==> src/rtl/sdac_pkg.sv <==
// ----------------------------------------------------------------------------
// Signed integer to decimal text: shared definitions
// Types and character constants for the converter.
// ----------------------------------------------------------------------------
package sdac_pkg;

    localparam int unsigned VALUE_W  = 32;
    localparam int unsigned CHAR_W   = 8;
    localparam int unsigned DIGITS   = 10;
    localparam int unsigned BCD_W    = 4 * DIGITS;
    localparam int unsigned BITCNT_W = $clog2(VALUE_W);
    localparam int unsigned IDX_W    = $clog2(DIGITS);

    localparam logic [CHAR_W-1:0] CH_ZERO  = 8'd48;
    localparam logic [CHAR_W-1:0] CH_MINUS = 8'd45;

    typedef enum logic [1:0] {
        S_IDLE,
        S_CONV,
        S_LEAD,
        S_EMIT
    } t_state;

endpackage

==> src/rtl/signed_int_to_decimal_ascii.sv <==
// ----------------------------------------------------------------------------
// Signed 32-bit integer to decimal ASCII
// Converts one two's-complement value to its decimal text, most significant
// character first, with a leading minus sign for negative values.
// ----------------------------------------------------------------------------
// A value is taken when start is high and busy is low. The magnitude is
// converted to BCD one bit per cycle by a shift-and-add-three loop; the
// minus sign, if any, is registered from the first step of that loop and
// is on the outputs while the loop still runs. A separate state then finds
// the leading digit, and the digits follow one per cycle. The final
// character is on the outputs during the first idle cycle, in which the
// next value can already be taken. Every character is on the outputs for
// exactly one cycle with o_valid high, and the receiver must take it then;
// o_last_char marks the final character of each number.
module signed_int_to_decimal_ascii
    import sdac_pkg::*;
(
    input  logic                     i_clk,
    input  logic                     i_rst_n,
    input  logic                     start,
    output logic                     busy,
    input  logic signed [VALUE_W-1:0] i_value,
    output logic                     o_valid,
    output logic [CHAR_W-1:0]        o_char_code,
    output logic                     o_last_char
);

    t_state               r_state, n_state;
    logic [VALUE_W-1:0]   r_mag, n_mag;
    logic [BCD_W-1:0]     r_bcd, n_bcd;
    logic [BITCNT_W-1:0]  r_bit_cnt, n_bit_cnt;
    logic [IDX_W-1:0]     r_idx, n_idx;
    logic                 r_sign, n_sign;
    logic                 r_valid, n_valid;
    logic [CHAR_W-1:0]    r_char, n_char;
    logic                 r_last, n_last;

    logic [BCD_W-1:0]     adj_bcd;
    logic [IDX_W-1:0]     lead_idx;
    logic [3:0]           cur_digit;

    always_ff @(posedge i_clk) begin
        if (!i_rst_n) begin
            r_state <= S_IDLE;
            r_valid <= 1'b0;
        end else begin
            r_state <= n_state;
            r_valid <= n_valid;
        end
        r_mag     <= n_mag;
        r_bcd     <= n_bcd;
        r_bit_cnt <= n_bit_cnt;
        r_idx     <= n_idx;
        r_sign    <= n_sign;
        r_char    <= n_char;
        r_last    <= n_last;
    end

    always_comb begin
        for (int k = 0; k < DIGITS; k++) begin
            if (r_bcd[4*k +: 4] >= 4'd5) begin
                adj_bcd[4*k +: 4] = r_bcd[4*k +: 4] + 4'd3;
            end else begin
                adj_bcd[4*k +: 4] = r_bcd[4*k +: 4];
            end
        end
    end

    always_comb begin
        lead_idx = '0;
        for (int k = 0; k < DIGITS; k++) begin
            if (r_bcd[4*k +: 4] != 4'd0) begin
                lead_idx = IDX_W'(k);
            end
        end
    end

    assign cur_digit = r_bcd[4*r_idx +: 4];

    always_comb begin
        n_state   = r_state;
        n_mag     = r_mag;
        n_bcd     = r_bcd;
        n_bit_cnt = r_bit_cnt;
        n_idx     = r_idx;
        n_sign    = r_sign;
        n_valid   = 1'b0;
        n_char    = r_char;
        n_last    = 1'b0;

        unique case (r_state)
            S_IDLE: begin
                if (start) begin
                    n_sign    = i_value[VALUE_W-1];
                    n_mag     = i_value[VALUE_W-1] ? (~i_value + 1'b1) : i_value;
                    n_bcd     = '0;
                    n_bit_cnt = '0;
                    n_state   = S_CONV;
                end
            end
            S_CONV: begin
                if (r_sign) begin
                    n_valid = 1'b1;
                    n_char  = CH_MINUS;
                    n_sign  = 1'b0;
                end
                n_bcd     = {adj_bcd[BCD_W-2:0], r_mag[VALUE_W-1]};
                n_mag     = {r_mag[VALUE_W-2:0], 1'b0};
                n_bit_cnt = r_bit_cnt + 1'b1;
                if (r_bit_cnt == BITCNT_W'(VALUE_W - 1)) begin
                    n_state = S_LEAD;
                end
            end
            S_LEAD: begin
                n_idx   = lead_idx;
                n_state = S_EMIT;
            end
            S_EMIT: begin
                n_valid = 1'b1;
                n_char  = CH_ZERO + {4'd0, cur_digit};
                if (r_idx == '0) begin
                    n_last  = 1'b1;
                    n_state = S_IDLE;
                end else begin
                    n_idx = r_idx - 1'b1;
                end
            end
            default: begin
                n_state = S_IDLE;
            end
        endcase
    end

    assign busy        = (r_state != S_IDLE);
    assign o_valid     = r_valid;
    assign o_char_code = r_char;
    assign o_last_char = r_last;

    a_accept_busy: assert property (@(posedge i_clk) disable iff (!i_rst_n)
        (start && !busy) |=> busy)
        else $error("busy not raised after a transfer in");

    a_last_idle: assert property (@(posedge i_clk) disable iff (!i_rst_n)
        (o_valid && o_last_char) |-> !busy)
        else $error("still busy when the final character is shown");

    a_sign_not_last: assert property (@(posedge i_clk) disable iff (!i_rst_n)
        (o_valid && o_char_code == CH_MINUS) |-> (!o_last_char && busy))
        else $error("minus sign marked final or shown while idle");

endmodule

==> config.mk <==
export PLATFORM = sky130hd
export DESIGN_NAME = signed_int_to_decimal_ascii
export DESIGN_NICKNAME = d
export VERILOG_FILES = /design/src/rtl/sdac_pkg.sv /design/src/rtl/signed_int_to_decimal_ascii.sv
export SDC_FILE = /design/constraint.sdc
export NUM_CORES = 1
export LEC_CHECK = 0
export BUFFER_PORTS_ARGS = -buffer_cell sky130_fd_sc_hd__buf_2
export CAP_MARGIN = 20
export CELL_PAD_IN_SITES_DETAIL_PLACEMENT = 1
export CELL_PAD_IN_SITES_GLOBAL_PLACEMENT = 1
export CORE_MARGIN = 3
export CORE_UTILIZATION = 25
export DETAILED_ROUTE_END_ITERATION = 7
export PLACE_DENSITY_LB_ADDON = 0.1
export SYNTH_ARGS = -nofsm -noshare
export SYNTH_HDL_FRONTEND = slang
export SYNTH_SLANG_ARGS = --single-unit
==> constraint.sdc <==
create_clock -name i_clk -period 3.9 [get_ports i_clk]
set_input_delay 0.78 -clock i_clk [delete_from_list [all_inputs] [get_ports i_clk]]
set_output_delay 0.78 -clock i_clk [all_outputs]
set_load 0.02 [all_outputs]
==> results of run 1 <==
[cells by family (layout without fill, tap and decap cells)]
kind of cell    after synthesis  in the layout
buf+inv                      68            102
flops                        91             91
simple gates                225            225
other cells                   2              3
mux                          21             21
compound gates              111            111
xor+xnor                     35             35
fa+ha+maj                    28             28
[worst reg2reg max path, delay by kind of cell, from the launching register on]
kind,cells,cell delay [ns]
flip-flops,1,0.35
AND/OR/NAND/NOR,2,0.68
adder cells (fa/ha/maj),1,0.51
buffers and inverters,2,0.69
AO/OA/AOI/OAI,1,0.13
[cell usage in the layout, fill, tap and decap left out, drive strengths merged, types with 4 or more instances in the layout]
cell type,count
ha,28
nor3b,22
mux2,4
mux2i,9
nand4,6
a21boi,10
nor2b,9
xor2,9
a221oi,4
a21o,10
o221ai,5
or4,11
nand2b,18
o41ai,4
buf,53
edfxtp,87
dfxtp,4
nor3,10
nand2,47
xnor2,26
nor2,25
o211a,10
inv,36
or3,9
and3,11
nand4b,7
nand3,15
o31ai,6
nor4,7
a21oi,17
a2111o,6
o21ai,27
and2,17
mux4,8
clkbuf,9
[cell type report]
type	count	area (um2)	area share
clock buffer	9	225.2	0.03269
clock inverter	7	60.06	0.008718
multi-input combinational	423	3083	0.4475
inverter	33	123.9	0.01798
sequential	91	2693	0.3908
timing repair buffer	53	305.3	0.04432
tap	319	399.1	0.05794
[stage by stage]
step,cell area [um2],setup WS (ns),hold WS [ns],util
floorplan,6041,1.040,0.5000,-
global placement,6604,0.7330,0.5120,0.2797
detailed placement,6604,0.6707,0.5200,0.2797
CTS,6889,1.051,0.5345,0.2918
global route,6889,0.9573,0.5594,0.2918
finish,6889,1.020,0.5282,0.2918
[where the power goes]
part / internal [uW] / switching (uW)
Clock: 446 / 437
Sequential: 1760 / 413
Combinational: 949 / 1240
Total: 3150 / 2090
[routing by layer]
metal,part of all wire,up-vias
met2,0.48,58
met4,0.012,0
met3,0.028,12
li1,-,2216
met1,0.48,2273
met5,0,-
[flip-flops by register name, indices dropped and copies added, names as in the netlist]
signal       flops
o_last_char      1
o_char_code      5
o_valid          1
r_state          2
r_bcd           40
r_sign           1
r_mag           32
r_bit_cnt        5
r_idx            4
[path summary, 6_finish.rpt]
kind	from	to	slack, ns	depth (start not counted)
worst max-delay path	i_value[6]	r_mag[27]	1.02	5
worst max register to register	r_state[1]	r_mag[28]	1.29	6
worst min register to register	r_mag[9]	r_mag[10]	0.53	2
worst min-delay path	r_mag[9]	r_mag[10]	0.53	2
==> results.py, run 1 <==
metrics = {
    "clock_network": {
        "clock_tree_from_tritoncts": "yes",
        "cts.sink_count": 91,
        "post_cts.repair.setup_buffers": 0,
        "cts_buffers": 9,
        "cts_resized": 0,
        "clock_tree.htree_level_count": 3,
        "cts.root.buffer_cell": "clkbuf_16",
        "postCtsHoldBufs": 0,
        "clockBufferDepth": 2,
        "worst_skew_pair_latency_ns": 0.36,
        "cts.reportedPaths.clkPinSlew_ns": 0.08,
    },
    "min_path": {
        "worst_hold_path_type": "reg -> reg",
    },
    "synthesis": {
        "largest_family_of_logic_cells_by_synthesized_area": "simple AND/OR/NAND/NOR gates",
        "most_frequent_cells_after_synthesis": "edfxtp_1, nand2_1, inv_1",
        "yosys_warnings": 0,
        "synth-xor-area-share": 0.05078,
        "synth_compound_area_frac": 0.1318,
        "avgSynthCellArea_um2": 10.39,
        "seq_area_frac_synth": 0.4460,
        "post_synth_edffs": 87,
        "async_flop_share": 0,
        "post_synth_instance_area_mm2": 0.006037,
        "yosys_register_bits": 91,
        "postSynth.topFlopCell": "edfxtp_1",
        "synthesis.instances": 581,
        "synth_area_in_simple_gates": 0.2133,
        "synth.largest_area_cell": "edfxtp_1",
        "yosys.cell_count.top_type": "edfxtp_1",
        "synth.distinct_cells": 58,
        "yosysTopAreaCellShare": 0.4327,
        "synth.mux.area_fraction": 0.05223,
        "area_share_of_fa_ha_maj_cells_after_synthesis": 0.05803,
        "synth_top_cells_by_area": "edfxtp_1, ha_1, xnor2_1",
    },
    "grt": {
        "grt_antenna_before_repair": 0,
        "overflow": 0,
        "grt_util_met1": 0.1651,
        "grt_pass1_wl_um": 26500,
        "grt_busiest_layer": "met2",
        "globalRouteTotalUtil": 0.1258,
        "grt_start_max_net_pins": 56,
        "grt.met3_usage": 0.02539,
        "grt_pass1_vias": 4929,
        "grtUsageMet2": 0.2111,
    },
    "floorplanning": {
        "chipHeight_um": 161.4,
        "core_mm2": 0.02361,
        "io-pin-count": 46,
        "start_util": 0.2557,
        "row_count": 56,
        "die-width_um": 161.4,
        "die_area_mm2": 0.02605,
    },
    "pwr": {
        "worst_ir_drop_vdd_v": 0.0003384,
        "p_leak_uw": 0.002592,
        "post-layout-total-power_uw": 5249,
        "power_density_mw_per_mm2": 761.9,
    },
    "finish": {
        "drive_above_1_share": 0.1477,
        "finalNonFillerCells": 935,
        "final_nets": 674,
        "fillers": 2726,
        "antennaDiodeCount": 0,
        "area_growth_pct": 14.11,
    },
    "setup_path": {
        "timing.critical_path.cells": "buf_2 -> or4_1 -> or4_1 -> or4_1 -> o211ai_1",
        "cpMostUsedCell": "or4_1",
        "critPathRequiredTime_ns": 4.09,
        "worst_path_max_delay_cell": "or4_1",
        "crit_type": "in -> reg",
        "crit_path_max_fanout": 11,
        "worst_path_largest_cell_delay_ns": 0.75,
        "end_kind": "flop",
        "start_kind": "input port",
        "worstPathArrival_ns": 3.07,
        "cpLargestDelayFamily": "simple AND/OR/NAND/NOR gates",
        "crit_buf_inv": 1,
    },
    "timing": {
        "slew_headroom": 0.4773,
        "timing_max_transition_violations_final": 0,
        "finalCritPeriodShare": 0.7386,
        "grt_setup_unrepaired": "no",
        "setup_viol_count_final": 0,
        "min_period_ns": 2.880,
        "worst-slew-pin-transition_ns": 0.7841,
        "final_hold_violations": 0,
        "achievable-frequency_ghz": 0.3472,
        "setup_total_negative_slack_ns": 0,
        "final.setup_skew_ns": 0.01120,
    },
    "outcome": {
        "status": "finished clean",
    },
    "routing": {
        "vias_per_cell": 4.876,
        "total_number_of_vias": 4559,
        "final_antenna_net_count": 0,
        "detail_route.first_pass.iterations": 4,
        "drt-total-wl_um": 15940,
        "remaining_drc_errors": 0,
        "post_drt_wl_per_cell_um": 17.05,
        "first_iter_violations": 260,
    },
    "placed_design": {
        "post-place-cells": 919,
        "place_hpwl_um": 11260,
        "port-buffer-count": 42,
        "routabilityCongestion": 0.7383,
    },
    "run": {
        "drv.max_cap_violation_count": 0,
    },
}
(Power assumes the default switching activity.)
==> run 2: changes to the inputs <==
Clock period 3.9 ns to 2.69 ns, I/O delays scaled along.
==> results.py, run 2 (same netlist as run 1, synthesis figures left out) <==
metrics = {
    "outcome": {
        "status": "finished clean",
    },
    "min_path": {
        "worst_hold_path_type": "in -> reg",
    },
    "routing": {
        "final_antenna_net_count": 0,
        "remaining_drc_errors": 0,
        "total_number_of_vias": 4571,
        "first_iter_violations": 219,
        "detail_route.first_pass.iterations": 7,
        "drt-total-wl_um": 16090,
        "post_drt_wl_per_cell_um": 16.90,
        "vias_per_cell": 4.801,
    },
    "timing": {
        "final_critical_path_setup_slack_ns": 0.3337,
        "setup_total_negative_slack_ns": 0,
        "min_period_ns": 2.356,
        "grt_setup_unrepaired": "no",
        "final_hold_violations": 0,
        "slew_headroom": 0.5922,
        "achievable-frequency_ghz": 0.4244,
        "finalCritPeriodShare": 0.8760,
        "final.setup_skew_ns": 0.01681,
        "holdWs_ns": 0.4905,
        "timing_max_transition_violations_final": 0,
        "setup_viol_count_final": 0,
        "worst-slew-pin-transition_ns": 0.6032,
    },
    "pwr": {
        "comb_power_share": 0.420,
        "swShare": 0.3868,
        "internal_power_uw": 4818,
        "clockPowerShare": 0.183,
        "power_density_mw_per_mm2": 1111,
        "worst_ir_drop_vdd_v": 0.0003607,
        "p_leak_uw": 0.002696,
        "seq_power_share": 0.397,
        "net-switching-power_uw": 3039,
    },
    "finish": {
        "drive_above_1_share": 0.1690,
        "most-common-layout-cells": "edfxtp_1, nand2_1, buf_2",
        "layout_top_registers": "r_bcd x40, r_mag x32",
        "max_ffs_per_register": 40,
        "antennaDiodeCount": 0,
        "final_nets": 691,
        "largest-register": "r_bcd",
        "most_frequent_standard_cell_in_the_layout_excluding_fill_and_tap_cells": "edfxtp_1",
        "area_growth_pct": 17.10,
        "fillers": 2684,
    },
    "clock_network": {
        "worst_skew_pair_latency_ns": 0.35,
        "clockBufferDepth": 2,
        "postCtsHoldBufs": 0,
        "cts.root.buffer_cell": "clkbuf_16",
        "cts_resized": 0,
        "cts_buffers": 9,
        "clock_tree.htree_level_count": 3,
        "clock_tree_from_tritoncts": "yes",
        "cts.reportedPaths.clkPinSlew_ns": 0.08,
        "cts.sink_count": 91,
        "post_cts.repair.setup_buffers": 0,
    },
    "floorplanning": {
        "die_area_mm2": 0.02605,
        "row_count": 56,
        "core_mm2": 0.02361,
        "chipHeight_um": 161.4,
        "start_util": 0.2557,
        "die-width_um": 161.4,
        "io-pin-count": 46,
    },
    "grt": {
        "grt_pass1_wl_um": 26690,
        "globalRouteTotalUtil": 0.1277,
        "overflow": 0,
        "grt_start_max_net_pins": 45,
        "grt_pass1_vias": 4831,
        "grt_antenna_before_repair": 0,
    },
    "setup_path": {
        "worstPathArrival_ns": 2.55,
        "r2r_slack_ns": 0.58,
        "end_kind": "flop",
        "crit_path_max_fanout": 7,
        "critPathRequiredTime_ns": 2.89,
        "crit_type": "in -> reg",
        "start_kind": "input port",
    },
    "placed_design": {
        "place_hpwl_um": 11610,
        "place_ws_ns": -0.05093,
        "routabilityCongestion": 0.7325,
        "port-buffer-count": 42,
    },
    "run": {
        "drv.max_cap_violation_count": 0,
    },
}
## run 2: cell types whose count changed in the layout (fill, tap and decap cells not counted)
cell        delta
inv_8          -1
clkinv_2       -1
clkbuf_1       +1
inv_6          -1
buf_12         +1
clkinv_4       +1
clkinvlp_4     -1
bufinv_16      +2
buf_4         +16
## run 2: critical path, cell delays in order
cell      delay, ns
buf_2          0.11
or4_1          0.55
or4_1          0.70
or4_1          0.55
o211ai_1       0.10
## run 2: stage by stage
step	area, um2	utilization	total power [uW]	cells
2_1_floorplan	6045	-	5377	582
4_1_cts	7069	0.2994	8013	952
5_1_grt	7069	0.2994	8547	952
3_3_place_gp	6744	0.2856	6361	936
6_report	7069	0.2994	7857	952
3_5_place_dp	6744	0.2856	6523	936
## run 2: layer usage
layer,GRT usage,routed length [um],up-vias
li1,-,-,2248
met2,0.2107,7628,45
met5,0,0,-
met3,0.01693,292,10
met1,0.1763,8001,2268
met4,0.03559,168,0
## run 2: area by class of cell
type / instances / area, um2 / area share
Clock inverter: 6 / 96.34 / 0.01363
Inverter: 33 / 123.9 / 0.01752
Sequential cell: 91 / 2693 / 0.3809
Clock buffer: 10 / 229.0 / 0.03239
Multi-Input combinational cell: 423 / 3083 / 0.4361
Timing Repair Buffer: 70 / 445.4 / 0.06301
Tap cell: 319 / 399.1 / 0.05646
## run 2: power groups by stage
stage / combinational, uW / clock [uW] / sequential [uW]
floorplan: 2460 / 0 / 2920
global placement: 3230 / 0 / 3130
detailed placement: 3360 / 0 / 3160
CTS: 3390 / 1490 / 3130
global route: 3770 / 1530 / 3240
finish: 3300 / 1440 / 3120
## run 2: worst paths after layout
check | startpoint | endpoint | cells after the start
worst max-delay path | i_value[6] | r_mag[27] | 5
worst min-delay path | i_rst_n | r_state[1] | 3
worst max register to register | r_bcd[20] | r_idx[0] | 6
worst min register to register | r_mag[9] | r_mag[10] | 2
==> run 3: changes to the inputs <==
Settings changed: CTS_BUF_LIST from default to sky130_fd_sc_hd__clkbuf_4, SETUP_SLACK_MARGIN from default to 0.02.
==> results.py, run 3 (same netlist as run 1, synthesis figures left out) <==
metrics = {
    "outcome": {
        "status": "finished clean",
    },
    "pwr": {
        "power_density_mw_per_mm2": 1065,
        "post-layout-total-power_uw": 7370,
        "p_leak_uw": 0.002630,
        "worst_ir_drop_vdd_v": 0.0003723,
    },
    "finish": {
        "largest-register": "r_bcd",
        "layout_top_registers": "r_bcd x40, r_mag x32",
        "fillers": 2707,
        "max_ffs_per_register": 40,
        "final_nets": 691,
        "layout.cell_area.non_filler_mm2": 0.006918,
        "most_frequent_standard_cell_in_the_layout_excluding_fill_and_tap_cells": "edfxtp_1",
        "finalNonFillerCells": 953,
        "drive_above_1_share": 0.1706,
        "most-common-layout-cells": "edfxtp_1, nand2_1, buf_2",
        "area_growth_pct": 14.59,
    },
    "setup_path": {
        "critPathLaunch": "i_value[6]",
        "crit-reg2reg-launch": "r_bcd[20]",
        "worstPathArrival_ns": 2.55,
        "reg2regPathDepth": 6,
        "start_kind": "input port",
        "r2r_slack_ns": 0.56,
        "end_kind": "flop",
        "critPathRequiredTime_ns": 3.03,
        "crit_path_max_fanout": 7,
        "crit_type": "in -> reg",
        "reg_to_reg_endpoint": "r_idx[0]",
        "timing.critical_path.to": "r_mag[29]",
    },
    "clock_network": {
        "cts.root.buffer_cell": "clkbuf_4",
        "cts_resized": 0,
        "cts.sink_count": 91,
        "cts.reportedPaths.clkPinSlew_ns": 0.19,
        "post_cts.repair.setup_buffers": 0,
        "clock_tree.htree_level_count": 3,
        "postCtsHoldBufs": 0,
        "clock_tree_from_tritoncts": "yes",
        "worst_skew_pair_latency_ns": 0.49,
        "clockBufferDepth": 2,
        "cts_buffers": 9,
    },
    "grt": {
        "grt_antenna_before_repair": 1,
        "grt_pass1_wl_um": 26670,
        "grt_pass1_vias": 4841,
        "overflow": 0,
        "globalRouteTotalUtil": 0.1275,
        "grt_start_max_net_pins": 45,
    },
    "floorplanning": {
        "chipHeight_um": 161.4,
        "core_mm2": 0.02361,
        "row_count": 56,
        "die-width_um": 161.4,
        "die_area_mm2": 0.02605,
        "start_util": 0.2557,
        "io-pin-count": 46,
    },
    "routing": {
        "vias_per_cell": 4.780,
        "total_number_of_vias": 4555,
        "detail_route.first_pass.iterations": 6,
        "post_drt_wl_per_cell_um": 16.95,
        "remaining_drc_errors": 0,
        "first_iter_violations": 226,
        "final_antenna_net_count": 0,
        "drt-total-wl_um": 16150,
    },
    "placed_design": {
        "post-place-cells": 936,
        "routabilityCongestion": 0.7325,
        "port-buffer-count": 42,
        "place_hpwl_um": 11610,
        "place_area_mm2": 0.006744,
    },
    "min_path": {
        "worst_hold_path_type": "in -> reg",
        "timing.hold.worst.start": "i_rst_n",
    },
    "timing": {
        "finalCritPeriodShare": 0.8209,
        "final.setup_skew_ns": 0.04589,
        "grt_setup_unrepaired": "no",
        "worst-slew-pin-transition_ns": 0.6025,
        "slew_headroom": 0.5927,
        "setup_viol_count_final": 0,
        "final_hold_violations": 0,
        "setup_total_negative_slack_ns": 0,
        "timing_max_transition_violations_final": 0,
        "achievable-frequency_ghz": 0.4529,
        "min_period_ns": 2.208,
    },
    "run": {
        "drv.max_cap_violation_count": 0,
    },
}
run 3: worst min path at each step:
stage,to,depth (start not counted),slack [ns]
2_1_floorplan,r_mag[10],2,0.50
3_3_place_gp,r_bcd[0],1,0.51
3_5_place_dp,r_bcd[0],1,0.52
4_1_cts,r_state[1],3,0.31
5_1_grt,r_state[1],3,0.32
6_report,r_state[1],3,0.33
run 3: per-layer routing:
metal	vias up	global-route usage	routed length [um]	part of all wire
met5	-	0	0	0
met4	0	0.03559	154	0.0095
met3	8	0.01616	337	0.021
met2	56	0.2105	7629	0.47
met1	2244	0.1764	8029	0.50
li1	2247	-	-	-
run 3: area by class of cell:
| cell class | instances | area (um2) | share of cell area |
|---|---|---|---|
| Clock inverter | 6 | 96.34 | 0.01393 |
| Sequential cell | 91 | 2693 | 0.3892 |
| Antenna cell | 1 | 2.502 | 0.0003617 |
| Inverter | 33 | 123.9 | 0.01791 |
| Timing Repair Buffer | 70 | 445.4 | 0.06439 |
| Multi-Input combinational cell | 423 | 3083 | 0.4457 |
| Tap cell | 319 | 399.1 | 0.05770 |
| Clock buffer | 10 | 75.07 | 0.01085 |
run 3: metrics by stage:
step                      utilization  setup WS, ns  hold WS, ns
after detailed placement       0.2856      -0.05093       0.5174
after global routing           0.2930        0.4064       0.3154
final                          0.2930        0.4819       0.3299
after CTS                      0.2929        0.4926       0.3053
after global placement         0.2856      -0.03597       0.5072
after floorplan                     -       0.07199       0.5000
run 3: critical path, cell delays in order:
cell     delay, ns
buf_2         0.11
or4_1         0.55
or4_1         0.70
or4_1         0.56
nand3_1       0.10
run 3: where the power goes:
part,switching (uW),leakage [uW],internal (uW),total [uW]
clock,562,0.0000891,399,960
combinational,1860,0.00166,1440,3300
sequential,573,0.000881,2540,3110
total,2990,0.00263,4380,7370
